`config.mk`:
```
export PLATFORM = sky130hd
export DESIGN_NAME = lcc_bcd_pipe
export DESIGN_NICKNAME = d
export VERILOG_FILES = /design/src/hw/rtl/assert_macros.svh /design/src/hw/rtl/lcc_pkg.sv /design/src/hw/rtl/lcc_bcd_pipe.sv
export SDC_FILE = /design/constraint.sdc
export NUM_CORES = 2
export LEC_CHECK = 0
export ABC_AREA = 1
export BUFFER_PORTS_ARGS = -buffer_cell sky130_fd_sc_hd__buf_2
export CAP_MARGIN = 30
export CORE_AREA = 2 2 371 521
export DETAILED_ROUTE_END_ITERATION = 8
export DIE_AREA = 0 0 373 523
export GPL_ROUTABILITY_DRIVEN = 0
export PLACE_DENSITY = 0.66
export SYNTH_ARGS = -nofsm -noshare
export SYNTH_HDL_FRONTEND = slang
export SYNTH_SLANG_ARGS = --single-unit
```
`constraint.sdc`:
```
create_clock -name clk -period 3.76 [get_ports clk]
set_input_delay 0.564 -clock clk [delete_from_list [all_inputs] [get_ports clk]]
set_output_delay 0.564 -clock clk [all_outputs]
set_load 0.02 [all_outputs]
```
`src/hw/rtl/assert_macros.svh`:
```
// Assertion macros used by the card classifier RTL.
`ifndef ASSERT_MACROS_SVH
`define ASSERT_MACROS_SVH

// Clocked check that is switched off while reset is asserted.
`define LCC_ASSERT(name, clk, rst_n, prop, msg) \
    name: assert property (@(posedge clk) disable iff (!rst_n) (prop)) else $error(msg);

// Clocked check that also holds while reset is asserted.
`define LCC_ASSERT_ALWAYS(name, clk, prop, msg) \
    name: assert property (@(posedge clk) (prop)) else $error(msg);

`endif

```
`src/hw/rtl/lcc_pkg.sv`:
```
// Types and constants of the card classifier.
`timescale 1ns / 1ps

package lcc_pkg;

    // Width of the card number field and of the part that is converted to decimal.
    localparam int CARD_BITS      = 63;
    localparam int VALUE_BITS     = 57;
    // Binary bits consumed by each stage of the decimal converter.
    localparam int BITS_PER_STAGE = 3;
    localparam int STAGE_COUNT    = VALUE_BITS / BITS_PER_STAGE;

    // Range and length boundaries.
    localparam logic [CARD_BITS-1:0] LOW_BOUND  = 63'd1000000000000;
    localparam logic [CARD_BITS-1:0] HIGH_BOUND = 63'd99999999999999999;
    localparam logic [CARD_BITS-1:0] TEN_POW_12 = 63'd1000000000000;
    localparam logic [CARD_BITS-1:0] TEN_POW_13 = 63'd10000000000000;
    localparam logic [CARD_BITS-1:0] TEN_POW_14 = 63'd100000000000000;
    localparam logic [CARD_BITS-1:0] TEN_POW_15 = 63'd1000000000000000;
    localparam logic [CARD_BITS-1:0] TEN_POW_16 = 63'd10000000000000000;

    typedef enum logic [1:0] {
        KIND_INVALID = 2'd0,
        KIND_VISA    = 2'd1,
        KIND_MASTER  = 2'd2,
        KIND_AMEX    = 2'd3
    } card_kind_t;

    // Payload of one input beat.
    typedef struct packed {
        logic [CARD_BITS-1:0] card_number;
    } card_beat_t;

    // Payload of one result beat.
    typedef struct packed {
        card_kind_t card_kind;
        logic       luhn_ok;
    } result_beat_t;

    // Range and length flags that travel with a number down the pipeline.
    typedef struct packed {
        logic in_range;
        logic len16;
        logic len15;
        logic len13;
    } tag_t;

    // Doubled Luhn digit with the digits of the product added.
    function automatic logic [3:0] luhn_double(input logic [3:0] digit);
        logic [3:0] res;
        case (digit)
            4'd0:    res = 4'd0;
            4'd1:    res = 4'd2;
            4'd2:    res = 4'd4;
            4'd3:    res = 4'd6;
            4'd4:    res = 4'd8;
            4'd5:    res = 4'd1;
            4'd6:    res = 4'd3;
            4'd7:    res = 4'd5;
            4'd8:    res = 4'd7;
            4'd9:    res = 4'd9;
            default: res = 4'd0;
        endcase
        return res;
    endfunction

endpackage

```
`src/hw/rtl/lcc_bcd_pipe.sv`:
```
// Pipelined binary to decimal converter using shift and add-three steps.
`timescale 1ns / 1ps

module lcc_bcd_pipe
    import lcc_pkg::*;
#(
    parameter int DIGIT_COUNT = 17
) (
    input  logic                     clk,
    input  logic                     rst_n,
    input  logic                     advance,
    input  logic                     in_valid,
    input  tag_t                     in_tag,
    input  logic [VALUE_BITS-1:0]    in_value,
    output logic                     out_valid,
    output tag_t                     out_tag,
    output logic [4*DIGIT_COUNT-1:0] out_bcd
);

    localparam int BCD_BITS  = 4 * DIGIT_COUNT;
    localparam int WORK_BITS = BCD_BITS + VALUE_BITS;

    logic                  stage_valid_reg  [STAGE_COUNT];
    logic                  stage_valid_next [STAGE_COUNT];
    tag_t                  stage_tag_reg    [STAGE_COUNT];
    tag_t                  stage_tag_next   [STAGE_COUNT];
    logic [BCD_BITS-1:0]   stage_bcd_reg    [STAGE_COUNT];
    logic [BCD_BITS-1:0]   stage_bcd_next   [STAGE_COUNT];
    logic [VALUE_BITS-1:0] stage_bin_reg    [STAGE_COUNT];
    logic [VALUE_BITS-1:0] stage_bin_next   [STAGE_COUNT];

    // One stage worth of double-dabble steps. Digits that overflow the top
    // drop out, which leaves the low decimal digits exact.
    function automatic logic [WORK_BITS-1:0] dabble(
        input logic [BCD_BITS-1:0]   bcd,
        input logic [VALUE_BITS-1:0] bin
    );
        logic [WORK_BITS-1:0] work;
        logic [3:0]           digit;
        work = {bcd, bin};
        for (int j = 0; j < BITS_PER_STAGE; j++) begin
            for (int d = 0; d < DIGIT_COUNT; d++) begin
                digit = work[VALUE_BITS + 4*d +: 4];
                if (digit >= 4'd5) begin
                    work[VALUE_BITS + 4*d +: 4] = digit + 4'd3;
                end
            end
            work = work << 1;
        end
        return work;
    endfunction

    // Next contents of every stage, each fed from the one before it.
    always_comb
    begin
        for (int s = 0; s < STAGE_COUNT; s++) begin
            if (s == 0) begin
                stage_valid_next[s] = in_valid;
                stage_tag_next[s]   = in_tag;
                {stage_bcd_next[s], stage_bin_next[s]} = dabble('0, in_value);
            end else begin
                stage_valid_next[s] = stage_valid_reg[s-1];
                stage_tag_next[s]   = stage_tag_reg[s-1];
                {stage_bcd_next[s], stage_bin_next[s]} =
                    dabble(stage_bcd_reg[s-1], stage_bin_reg[s-1]);
            end
        end
    end

    // Stage valid flags.
    always_ff @(posedge clk or negedge rst_n)
    begin
        if (!rst_n) begin
            for (int s = 0; s < STAGE_COUNT; s++) begin
                stage_valid_reg[s] <= 1'b0;
            end
        end else if (advance) begin
            for (int s = 0; s < STAGE_COUNT; s++) begin
                stage_valid_reg[s] <= stage_valid_next[s];
            end
        end
    end

    // Stage payload.
    always_ff @(posedge clk)
    begin
        if (advance) begin
            for (int s = 0; s < STAGE_COUNT; s++) begin
                stage_tag_reg[s] <= stage_tag_next[s];
                stage_bcd_reg[s] <= stage_bcd_next[s];
                stage_bin_reg[s] <= stage_bin_next[s];
            end
        end
    end

    assign out_valid = stage_valid_reg[STAGE_COUNT-1];
    assign out_tag   = stage_tag_reg[STAGE_COUNT-1];
    assign out_bcd   = stage_bcd_reg[STAGE_COUNT-1];

endmodule

```
=== Yosys cells after proc, flatten, opt, wreduce, memory -nomap -nowiden ===
Memory sizes are Yosys's and may differ from the RTL's.
Cells that the tools add are included.

* Add/subtract/negate cells: 921
* $mul: 0
* Div/mod/pow operators: 0
* $lt $le $gt $ge: 921
* Equality and inequality tests: 0
* Shift-type cells: 0
* Mux-type cells: 923
* Bitwise operators: 0
* Reduce and logical (&&, ||, !) cells: 0

{| class="wikitable"
|+ Operators with widths
! operator !! count
|-
| $ge 4x3->1 const B || 919
|-
| $mux 4 || 866
|-
| $add 4x2->4 const B || 865
|-
| $mux 3 || 55
|-
| $add 3x2->3 const B || 54
|-
| $add 1x2->3 const B || 2
|-
| $ge 1x3->1 const B || 2
|-
| $mux 1 || 2
|}

* Flip-flop bits (word level): 19
* Bits in latches: 0
* Memory bits (writable): 2394
* ROM bits: 0
* Bits of input ports: 65
* Output and inout port bits: 73
* Word-level logic and storage cells: 2787
* Memories: 3

{| class="wikitable"
|+ Memories
! name !! depth !! width !! rd ports !! clocked after Yosys merged registers in !! wr ports !! RTL line !! text
|-
| stage_bcd_reg || 19 || 68 || 19 || 0 || 19 || lcc_bcd_pipe.sv:27 || <nowiki>logic [BCD_BITS-1:0] stage_bcd_reg [STAGE_COUNT];</nowiki>
|-
| stage_bin_reg || 19 || 54 || 18 || 0 || 19 || lcc_bcd_pipe.sv:29 || <nowiki>logic [VALUE_BITS-1:0] stage_bin_reg [STAGE_COUNT];</nowiki>
|-
| stage_tag_reg || 19 || 4 || 19 || 0 || 19 || lcc_bcd_pipe.sv:25 || <nowiki>tag_t stage_tag_reg [STAGE_COUNT];</nowiki>
|}

=== Logic depth before layout (Yosys ltp) ===
An unclocked memory read counts as a cell.

* Word-level depth: 7
* Depth in mapped cells: 21
* Mapped depth without buffers: 21

=== Least setup slack after synthesis ===
Ideal clock, no wire load.

* Kind: register to register
* From: mem stage_bcd_reg[16][60] (netlist name)
* To: mem stage_bcd_reg[17][66] (netlist name) (data pin)
* Setup time: 0.253 ns
* Data arrival time: 2.571 ns
* Required time: 3.507 ns
* Setup slack: 0.936 ns
* Cell stages (with the launch flop): 20
* Buffers on the path: 0
* Clock period less this slack: 2.824 ns
* Cell sequence: edfxtp_1 inv_1 ha_1 inv_1 nand2_1 nand3_2 nand3_1 inv_1 ha_1 nand3b_1 nand2_1 nand2_1 xor2_1 inv_1 ha_1 or2_2 nand3_1 nand2_1 nand2_1 nand2_1

{| class="wikitable"
|+ RTL lines
! element !! RTL line
|-
| start: declaration || lcc_bcd_pipe.sv:27
|}

==> impl_metrics.yaml <==
drt:
  wire_per_inst_um: 10.5
  vias: 72665
  wl_um: 153000
  viasPerCell: 4.97
  ant_nets: 0
  firstDrtPassIters: 8
  post-route-drc-count: 0
  drtIter0Drc: 2369
synthesis:
  synth.area.top_cells: "edfxtp_1, nand2_1, inv_1"
  synth_nets: 12180
  synth.avg_cell_area_um2: 7.82
  synth-seq-cells: 1339
  yosys_warnings: 0
  synthDistinctLibCells: 41
  synth_top_area_share_pct: 43.6
  synth.yosys.seq_area_share_pct: 44.1
  netlist_instances: 11625
  syn_area_mm2: 0.0909
  synth_top_area_cell: "edfxtp_1"
timing:
  fin_skew_ps: 27.7
  relSlewSlack_pct: 44.7
  final_hold_viol_count: 0
  finalCritPeriodShare_pct: 85.5
  drv_slew: 0
  tightest_slew_ps: 830
  rsz0062_at_grt: "no"
  setup_ws_ps: 545
  tns_ps: 0
  setup_violations: 0
  final.min_clock_period_ps: 3210
  max_freq_mhz: 311
clocking:
  ctsHoldBuffers: 63
  cts_buffers: 147
  cts_tree: "yes"
  cts_setup_buffers: 0
  cts-resized-gates: 0
  clk_pin_slew_ps: 60
  clock_sinks: 1339
  clock_latency_ps: 790
  cts-root-buf: "clkbuf_16"
  clock_path_buffers: 3
  htree_num_levels: 4
floorplan:
  initial_core_util_pct: 47.8
  die-area_mm2: 0.195
  fp-row-count: 190
  io_pins: 138
  die_w_um: 373
  core_area_mm2: 0.190
  die_h_um: 523
final_layout:
  seq_area_mm2: 0.0401
  final_nets: 12569
  largest_reg_flops: 731
  stdcell_area_mm2: 0.101
  area_growth_pct: 10.9
  drive_gt1_share_pct: 11.1
  nFillCells: 17031
  multi_input_area_mm2: 0.0433
flow_run:
  max-cap-violations: 0
status:
  outcome: "finished, final reports clean"
global_routing:
  grt_usage_pct: 15.6
  grt_pass1_vias: 70565
  grt_pass1_wl_um: 273000
  grt_overflow_total: 0
  grt_start_max_net_pins: 115
  antenna_found_initial: 1
placed_design:
  place_ws_ps: 577
  hpwl_um: 116000
  dpl_cell_area_mm2: 0.0953
  io_buffers: 137
worst_setup_path:
  critPathMaxFanout: 5
  worstSetupPathType: "reg -> reg"
  cp_data_required_time_ps: 4300
  cp-end-kind: "register"
  worst-r2r-cell-count: 19
  critPathLaunchType: "register"
  crit_arrival_ps: 3750
hold_path:
  hp-class: "in -> async"
## Yosys cell counts
master / instances
nand3_2: 262
a21oi_1: 83
inv_2: 8
nor2_2: 2
o21ai_0: 213
o21a_1: 6
a21boi_1: 7
nand2_2: 603
buf_1: 1
o31ai_1: 1
or2_1: 1
o211ai_1: 6
nand3b_1: 18
nor2b_1: 1
o22ai_2: 4
nand2_4: 5
nand4_1: 332
o21bai_1: 8
xnor2_1: 10
clkbuf_1: 4
xor2_1: 143
edfxtp_1: 1320
a31o_2: 4
a21oi_2: 3
nand3_4: 1
o21ai_1: 155
or2_2: 5
xor2_2: 17
nor2_1: 90
and2_1: 44
xnor2_2: 3
o21ai_2: 33
mux2_2: 1
dfrtp_1: 19
a21o_1: 56
inv_1: 2005
ha_1: 490
o22ai_1: 8
nand3_1: 1235
nor3_1: 1
nand2_1: 4417
## final timing paths
path / endpoint / from / slack [ps]
max: stage_bcd_reg[17][66] / stage_bcd_reg[16][60] / 550
min: stage_valid_next[1] / rst_n / 270
max reg2reg: stage_bcd_reg[17][66] / stage_bcd_reg[16][60] / 550
min reg2reg: stage_bin_reg[3][28] / stage_bin_reg[2][25] / 400
max in group asynchronous: stage_valid_next[11] / rst_n / 3200
min in group clk: stage_valid_next[14] / advance / 270
## through the flow
stage / instances / util, % / hold slack [ps]
after global routing: 14634 / 53.0 / 260
after detailed placement: 14298 / 50.0 / 405
after global placement: 14298 / 50.0 / 400
after floorplan: 11625 / - / 268
after CTS: 14633 / 53.0 / 199
final: 14634 / 53.0 / 265
## worst max-delay path, stage by stage, from the launching register on
cell	delay, ps
edfxtp_1	440
inv_1	120
ha_1	170
inv_1	50
nand2_1	160
nand3_2	130
nand3_1	170
inv_1	90
ha_1	200
nand3b_1	150
nand2_1	90
nand2_1	80
xor2_1	200
inv_1	100
ha_1	210
or2_2	290
nand3_1	130
nand2_1	80
nand2_1	60
nand2_1	50
## cells by family after synthesis
kind of cell    Yosys count  share of synthesized area [%]
buf+inv                2018                           8.33
compound gates          587                           3.67
mux                       1                         0.0124
simple gates           7017                           35.3
fa+ha+maj               490                           6.74
flops                  1339                           44.1
xor+xnor                173                           1.83
## area by class of cell
type                       instances  share of cell area (%)
multi-input combinational       8268                    42.9
sequential                      1339                    39.8
inverter                        2013                    7.49
clock buffer                     175                    3.78
tap                             2496                    3.10
timing repair buffer             245                    1.82
clock inverter                    97                    1.17
antenna                            1                 0.00248
## layout by cell type, fill, tap and decap left out, types with 18 or more instances in the layout
cell type	n
clkbuf_1	26
buf_4	32
dlygate4sd3_1	63
ha_1	490
buf_2	136
clkbuf_16	148
a21o_1	56
edfxtp_1	1320
nand2_2	603
clkinv_1	32
clkinv_2	22
nor2_1	90
nand3_2	262
a21oi_1	83
nand3_1	1235
nand4_1	332
o21ai_1	155
xor2_1	143
o21ai_2	33
dfrtp_1	19
o21ai_0	213
inv_1	2005
and2_1	44
nand3b_1	18
nand2_1	4417
## routing by layer
metal / up-vias / share of wire, % / GRT usage, %
met5: - / 0 / 0
met4: 0 / 2.2 / 4.86
met3: 240 / 2.5 / 2.29
met2: 606 / 58 / 34.0
met1: 33292 / 38 / 14.2
li1: 38527 / - / -
Power is left out: the tool's default activity adds up to more than one toggle a clock period on the data nets, which glitch-free logic cannot reach.
