File: config.mk
export PLATFORM = sky130hd
export DESIGN_NAME = lcc_luhn_classify
export DESIGN_NICKNAME = d
export VERILOG_FILES = /design/src/hw/rtl/assert_macros.svh /design/src/hw/rtl/lcc_pkg.sv /design/src/hw/rtl/lcc_luhn_classify.sv
export SDC_FILE = /design/constraint.sdc
export NUM_CORES = 1
export LEC_CHECK = 0
export ABC_AREA = 1
export ABC_CLOCK_PERIOD_IN_PS = 4800
export BUFFER_PORTS_ARGS = -buffer_cell sky130_fd_sc_hd__buf_2
export CORE_MARGIN = 5
export CORE_UTILIZATION = 57
export DETAILED_ROUTE_END_ITERATION = 10
export HOLD_SLACK_MARGIN = 0.12
export PLACE_DENSITY_LB_ADDON = 0.1
export SLEW_MARGIN = 10
export SYNTH_ARGS = -nofsm -noshare
export SYNTH_HDL_FRONTEND = slang
export SYNTH_SLANG_ARGS = --single-unit
File: constraint.sdc
create_clock -name clk -period 4.8 [get_ports clk]
set_input_delay 0.96 -clock clk [delete_from_list [all_inputs] [get_ports clk]]
set_output_delay 0.96 -clock clk [all_outputs]
set_load 0.05 [all_outputs]
File: src/hw/rtl/assert_macros.svh
// Assertion macros used by the card classifier RTL.
`ifndef ASSERT_MACROS_SVH
`define ASSERT_MACROS_SVH

// Clocked check that is switched off while reset is asserted.
`define LCC_ASSERT(name, clk, rst_n, prop, msg) \
    name: assert property (@(posedge clk) disable iff (!rst_n) (prop)) else $error(msg);

// Clocked check that also holds while reset is asserted.
`define LCC_ASSERT_ALWAYS(name, clk, prop, msg) \
    name: assert property (@(posedge clk) (prop)) else $error(msg);

`endif

File: src/hw/rtl/lcc_pkg.sv
// Types and constants of the card classifier.
`timescale 1ns / 1ps

package lcc_pkg;

    // Width of the card number field and of the part that is converted to decimal.
    localparam int CARD_BITS      = 63;
    localparam int VALUE_BITS     = 57;
    // Binary bits consumed by each stage of the decimal converter.
    localparam int BITS_PER_STAGE = 3;
    localparam int STAGE_COUNT    = VALUE_BITS / BITS_PER_STAGE;

    // Range and length boundaries.
    localparam logic [CARD_BITS-1:0] LOW_BOUND  = 63'd1000000000000;
    localparam logic [CARD_BITS-1:0] HIGH_BOUND = 63'd99999999999999999;
    localparam logic [CARD_BITS-1:0] TEN_POW_12 = 63'd1000000000000;
    localparam logic [CARD_BITS-1:0] TEN_POW_13 = 63'd10000000000000;
    localparam logic [CARD_BITS-1:0] TEN_POW_14 = 63'd100000000000000;
    localparam logic [CARD_BITS-1:0] TEN_POW_15 = 63'd1000000000000000;
    localparam logic [CARD_BITS-1:0] TEN_POW_16 = 63'd10000000000000000;

    typedef enum logic [1:0] {
        KIND_INVALID = 2'd0,
        KIND_VISA    = 2'd1,
        KIND_MASTER  = 2'd2,
        KIND_AMEX    = 2'd3
    } card_kind_t;

    // Payload of one input beat.
    typedef struct packed {
        logic [CARD_BITS-1:0] card_number;
    } card_beat_t;

    // Payload of one result beat.
    typedef struct packed {
        card_kind_t card_kind;
        logic       luhn_ok;
    } result_beat_t;

    // Range and length flags that travel with a number down the pipeline.
    typedef struct packed {
        logic in_range;
        logic len16;
        logic len15;
        logic len13;
    } tag_t;

    // Doubled Luhn digit with the digits of the product added.
    function automatic logic [3:0] luhn_double(input logic [3:0] digit);
        logic [3:0] res;
        case (digit)
            4'd0:    res = 4'd0;
            4'd1:    res = 4'd2;
            4'd2:    res = 4'd4;
            4'd3:    res = 4'd6;
            4'd4:    res = 4'd8;
            4'd5:    res = 4'd1;
            4'd6:    res = 4'd3;
            4'd7:    res = 4'd5;
            4'd8:    res = 4'd7;
            4'd9:    res = 4'd9;
            default: res = 4'd0;
        endcase
        return res;
    endfunction

endpackage

File: src/hw/rtl/lcc_luhn_classify.sv
// Luhn digit sum and card type decision over the decimal digits.
`timescale 1ns / 1ps

module lcc_luhn_classify
    import lcc_pkg::*;
#(
    parameter int DIGIT_COUNT = 17
) (
    input  logic                     clk,
    input  logic                     rst_n,
    input  logic                     advance,
    input  logic                     in_valid,
    input  tag_t                     in_tag,
    input  logic [4*DIGIT_COUNT-1:0] in_bcd,
    output logic                     out_valid,
    output result_beat_t             out_data
);

    localparam int GROUP_SIZE  = 4;
    localparam int GROUP_COUNT = (DIGIT_COUNT + GROUP_SIZE - 1) / GROUP_SIZE;
    localparam int GROUP_BITS  = $clog2(9 * GROUP_SIZE + 1);
    localparam int MAX_SUM     = 9 * DIGIT_COUNT;
    localparam int SUM_BITS    = $clog2(MAX_SUM + 1);

    logic [3:0]            mapped [DIGIT_COUNT];
    logic [GROUP_BITS-1:0] group_reg  [GROUP_COUNT];
    logic [GROUP_BITS-1:0] group_next [GROUP_COUNT];
    logic [7:0]            lead_reg;
    logic [7:0]            lead_next;
    tag_t                  tag_reg;
    logic                  sum_valid_reg;
    logic [SUM_BITS-1:0]   total;
    logic                  sum_ok;
    logic [3:0]            lead_hi;
    logic [3:0]            lead_lo;
    logic                  out_valid_reg;
    result_beat_t          out_data_reg;
    result_beat_t          out_data_next;

    // Map each digit, doubling every second one from the right, and add
    // the mapped digits in small groups.
    always_comb
    begin
        for (int i = 0; i < DIGIT_COUNT; i++) begin
            if ((i & 1) == 1) begin
                mapped[i] = luhn_double(in_bcd[4*i +: 4]);
            end else begin
                mapped[i] = in_bcd[4*i +: 4];
            end
        end
        for (int g = 0; g < GROUP_COUNT; g++) begin
            group_next[g] = '0;
            for (int k = 0; k < GROUP_SIZE; k++) begin
                if (g * GROUP_SIZE + k < DIGIT_COUNT) begin
                    group_next[g] = group_next[g]
                                  + GROUP_BITS'(mapped[g * GROUP_SIZE + k]);
                end
            end
        end
    end

    // The two leading digits for the length that the number has.
    always_comb
    begin
        if (in_tag.len16) begin
            lead_next = in_bcd[4*14 +: 8];
        end else if (in_tag.len15) begin
            lead_next = in_bcd[4*13 +: 8];
        end else begin
            lead_next = in_bcd[4*11 +: 8];
        end
    end

    // Partial sum stage.
    always_ff @(posedge clk or negedge rst_n)
    begin
        if (!rst_n) begin
            sum_valid_reg <= 1'b0;
        end else if (advance) begin
            sum_valid_reg <= in_valid;
        end
    end

    always_ff @(posedge clk)
    begin
        if (advance) begin
            for (int g = 0; g < GROUP_COUNT; g++) begin
                group_reg[g] <= group_next[g];
            end
            lead_reg <= lead_next;
            tag_reg  <= in_tag;
        end
    end

    // Final sum, check against the multiples of ten, and prefix decision.
    always_comb
    begin
        total = '0;
        for (int g = 0; g < GROUP_COUNT; g++) begin
            total = total + SUM_BITS'(group_reg[g]);
        end
        sum_ok = 1'b0;
        for (int m = 0; m <= MAX_SUM / 10; m++) begin
            if (total == SUM_BITS'(m * 10)) begin
                sum_ok = 1'b1;
            end
        end

        lead_hi = lead_reg[7:4];
        lead_lo = lead_reg[3:0];

        out_data_next.luhn_ok   = tag_reg.in_range && sum_ok;
        out_data_next.card_kind = KIND_INVALID;
        if (out_data_next.luhn_ok) begin
            if (tag_reg.len16) begin
                if (lead_hi == 4'd4) begin
                    out_data_next.card_kind = KIND_VISA;
                end else if (lead_hi == 4'd5 && (lead_lo inside {[4'd1:4'd5]})) begin
                    out_data_next.card_kind = KIND_MASTER;
                end
            end else if (tag_reg.len15) begin
                if (lead_hi == 4'd3 && (lead_lo inside {4'd4, 4'd7})) begin
                    out_data_next.card_kind = KIND_AMEX;
                end
            end else if (tag_reg.len13) begin
                if (lead_hi == 4'd4) begin
                    out_data_next.card_kind = KIND_VISA;
                end
            end
        end
    end

    // Result register.
    always_ff @(posedge clk or negedge rst_n)
    begin
        if (!rst_n) begin
            out_valid_reg <= 1'b0;
        end else if (advance) begin
            out_valid_reg <= sum_valid_reg;
        end
    end

    always_ff @(posedge clk)
    begin
        if (advance) begin
            out_data_reg <= out_data_next;
        end
    end

    assign out_valid = out_valid_reg;
    assign out_data  = out_data_reg;

endmodule

* Word-level counts from Yosys, hierarchy flattened
Memories as Yosys holds them, arrays and structs flattened.
Cells that the tools add are included.
** Word-level totals
- Bits in registers :: 17
- Memory bits (writable) :: 30
- Memory bits (read-only) :: 512
- Output and inout bits :: 4
- Logic and storage cells :: 89
- Memories :: 9
** Cells by class
- Add/subtract/negate cells :: 16
- Order comparisons :: 2
- Eq/ne operators :: 20
- Mux-type cells :: 27
- Reduce and logical (&&, ||, !) cells :: 6
** Memories
- (no name shown) :: words 16, width 4, rd ports 1, clocked after Yosys merged registers in 0, write ports 0, RTL line lcc_pkg.sv:51 : case (digit)
- (no name shown) :: words 16, width 4, rd ports 1, clocked after Yosys merged registers in 0, write ports 0, RTL line lcc_pkg.sv:51
- (no name shown) :: words 16, width 4, rd ports 1, clocked after Yosys merged registers in 0, write ports 0, RTL line lcc_pkg.sv:51
- (no name shown) :: words 16, width 4, rd ports 1, clocked after Yosys merged registers in 0, write ports 0, RTL line lcc_pkg.sv:51
- (no name shown) :: words 16, width 4, rd ports 1, clocked after Yosys merged registers in 0, write ports 0, RTL line lcc_pkg.sv:51
- (no name shown) :: words 16, width 4, rd ports 1, clocked after Yosys merged registers in 0, write ports 0, RTL line lcc_pkg.sv:51
- 3 more memories
** Operators by type and width (number)
- $eq A8 B7 Y1 const B :: 6
- $add A5 B4 Y6 :: 4
- $add A6 B4 Y6 :: 4
- $eq A8 B6 Y1 const B :: 3
- $eq A8 B8 Y1 const B :: 3
- $add A4 B4 Y5 :: 4
- $mux W1 :: 20
- $add A8 B6 Y8 :: 2
- $eq A4 B3 Y1 const B :: 4
- $eq A8 B5 Y1 const B :: 2
- $mux W8 :: 2
- $mux W2 :: 5
- $add A7 B6 Y8 :: 1
- $eq A8 B4 Y1 const B :: 1
- $logic_not A8 Y1 :: 1
- $add A6 B6 Y7 :: 1
- $eq A4 B2 Y1 const B :: 1
- $ge A4 B1 Y1 const B :: 1
- $le A4 B3 Y1 const B :: 1
- $logic_and A1 B1 Y1 :: 4
- $reduce_bool A2 Y1 :: 1

* Logic depth before layout (Yosys ltp)
An unclocked memory read counts as a cell.
- Word-level depth :: 23
- Gate-level depth with buffers :: 17
- Gate-level depth less buffers :: 17

* Least setup slack after synthesis
Ideal clock, no wire load.
- Path kind :: register to register
- Start :: memory group_reg[0][1] (netlist name)
- End :: register out_data_reg, in the netlist out_data[1] (data pin)
- Setup time :: 256 ps
- Data arrival time :: 3341 ps
- Path slack :: 1203 ps
- Stages on the path, launching flop included :: 17
- Buffers on the path :: 0
- Path through :: edfxtp_1 -> fa_1 -> fa_1 -> fa_1 -> ha_1 -> inv_1 -> fa_1 -> inv_1 -> nand2_2 -> nand2_4 -> nor3_1 -> a21oi_1 -> nand2_1 -> nand3_1 -> nand2_1 -> o21ai_2 -> nor2_1
** RTL lines
- start: declaration :: RTL line lcc_luhn_classify.sv:26 : logic [GROUP_BITS-1:0] group_reg [GROUP_COUNT];
- end signal: assignment :: RTL line lcc_luhn_classify.sv:146 : out_data_reg <= out_data_next;
- end: declaration :: RTL line lcc_luhn_classify.sv:37 : result_beat_t out_data_reg;

==> out/qor.yml <==
yosysWarnings: 0
reg2reg_from: "group_reg[0][1]"
cts_root_buf: "clkbuf_8"
ant_nets: 0
reg2reg_slack_ns: 0.87
maxSlewViolCount: 0
grt_use_total: 0.191
htreeDepth: 2
die_area_sq_um: 9540
synth_mux_area_frac: 0
worstSetupEndpointType: "register"
synth_top_family_by_area: "adder cells"
status: "finished clean"
synth_compound_area_frac: 0.115
via_per_inst: 5.25
synth.distinct_cells: 37
setup_violations: 0
synth_xor_area_frac: 0.0197
placementRows: 32
synth_top_area_cell: "edfxtp_1"
gp_congestion: 0.902
fin_nets: 720
crit_end: "out_data[2]"
dp_hpwl_um: 7360
cts_tree: "done"
insertion_delay_ns: 0.29
grt_pass1_vias: 3557
yosys.area_share.simple: 0.158
worstSetupPathDepth: 16
cp_max_fo: 5
worstSetupPathType: "register to register"
routed_wl_um: 8680
grt_pass1_wl_um: 14900
drc: 0
reg2reg_to: "out_data[2]"
postSynthNetCount: 636
avgRoutedWirePerCell_um: 13.0
start_util: 0.576
io_pins: 80
cp_slowest_cell: "fa_1"
cts_buffers: 5
grt_antenna_before_repair: 0
syn_avg_cell_area_sq_um: 9.09
hold_violations: 0
crit_path_frequent_cell: "fa_1"
clock_sinks: 45
rsz0062_at_grt: "false"
post_cts_buffers: 0
ys_ff_latch: 45
drt_pass1_iterations: 4
antenna_cells: 0
yosysSeqAreaShare: 0.306
synth-adder-area-share: 0.303
period_minus_slack_ns: 3.93
largest_reg_flops: 28
syn_area_sq_um: 4380
timing.final.crit_share: 0.818
die_w_um: 97.7
clock_path_buffers: 2
drive_gt1_frac: 0.182
max_freq_mhz: 255
tns_ns: 0
crit_path_start: "group_reg[0][1]"
die_h_um: 97.7
slowest_delay_ns: 0.57
vias: 3511
path_delay_family: "adder cells"
skew_ns: 0.0106
syn_to_final_growth_pct: 13.8
yosys.area.top_type_share: 0.295
hold_class: "primary input to asynchronous set/reset pin"
max-cap-violations: 0
cts_resized: 0
required_ns: 4.85
first_iter_violations: 167
r2r.worst_path.cells: 16
syn_inst: 482
core-area_sq_um: 7610
tightest_slew_ns: 0.958
hold_buffers: 0
startpoint_type: "register"
critPathArrivalTime_ns: 3.98
grt_max_degree: 48
grt-ovfl-total: 0
io_buffers: 79
critPathBufInv: 2
synthTopCellsByArea: "edfxtp_1 29%, fa_1 21%, inv_1 9.5%"
relSlewSlack: 0.361
clk_pin_slew_ns: 0.09
path_cells: "fa_1 > fa_1 > fa_1 > ha_1 > inv_1 > fa_1 > inv_1 > nand2_2 > nand2_4 > nor3_1 > a21oi_1 > nand2_1 > nand3_1 > nand2_1 > o21ai_2 > nor2_1"
## logic make-up after synthesis
kind of cell / Yosys count
fa+ha+maj: 78
simple gates: 154
compound gates: 81
flops: 45
buf+inv: 115
xor+xnor: 9
## synth_stat cells (all sizes together)
master  count
o21bai      1
nor4        2
xor2        5
inv       113
nor3        7
a21boi      1
edfxtp     43
nand3      38
xnor2       4
or2         1
nor2       34
o21a        1
nand2      67
o32a        2
o22ai       3
nand4       3
o21ai      30
a21oi      18
nand3b      2
o311ai      4
ha         31
o31ai       8
o32ai       3
dfrtp       2
a31oi       3
fa         47
a31o        1
clkbuf      2
o211ai      6
## stage by stage
step | cells | hold WS [ns] | worst slack, ns | util | area (sq um)
2_1_floorplan | 482 | 0.478 | 1.20 | - | 4380
3_3_place_gp | 661 | 0.492 | 1.07 | 0.644 | 4900
3_5_place_dp | 661 | 0.517 | 0.893 | 0.644 | 4900
4_1_cts | 669 | 0.426 | 0.868 | 0.655 | 4990
5_1_grt | 669 | 0.421 | 0.624 | 0.655 | 4990
6_report | 669 | 0.431 | 0.873 | 0.655 | 4990
## routing by layer
metal,routed length [um],part of all wire,vias up,GRT usage
met5,0,0,-,0
met4,97,0.011,0,0.0447
met3,378,0.044,13,0.0309
met2,4620,0.53,87,0.360
met1,3590,0.41,1654,0.226
li1,-,-,1757,-
## worst min-delay path by stage
| stage | startpoint | end | cells past startpoint |
|---|---|---|---|
| after global routing | rst_n | out_valid | 1 |
| after floorplan | sum_valid_reg | out_valid | 2 |
| after CTS | rst_n | out_valid | 1 |
| after global placement | sum_valid_reg | out_valid | 2 |
| after detailed placement | sum_valid_reg | out_valid | 2 |
| final | rst_n | out_valid | 1 |
## cell type report
type	instances	area, sq um
Sequential cell	45	1340
Clock inverter	2	15.0
Clock buffer	6	72.6
Inverter	113	424
Fill cell	691	2620
Multi-Input combinational cell	322	2610
Tap cell	102	128
Timing Repair Buffer	79	395
## placed cells by master (no fill, tap or decap), drive strengths merged, types with 3 or more instances in the layout
cell    synthesis  layout
o211ai          6       6
a31oi           3       3
nor3            7       7
o22ai           3       3
nand2          67      67
o21ai          30      30
edfxtp         43      43
nand4           3       3
o311ai          4       4
xor2            5       5
nor2           34      34
clkbuf          2       6
nand3          38      38
fa             47      47
a21oi          18      18
inv           113     113
ha             31      31
o32ai           3       3
buf             0      79
o31ai           8       8
xnor2           4       4
Power is left out: the tool's default activity adds up to more than one toggle a clock period on the data nets, which glitch-free logic cannot reach.
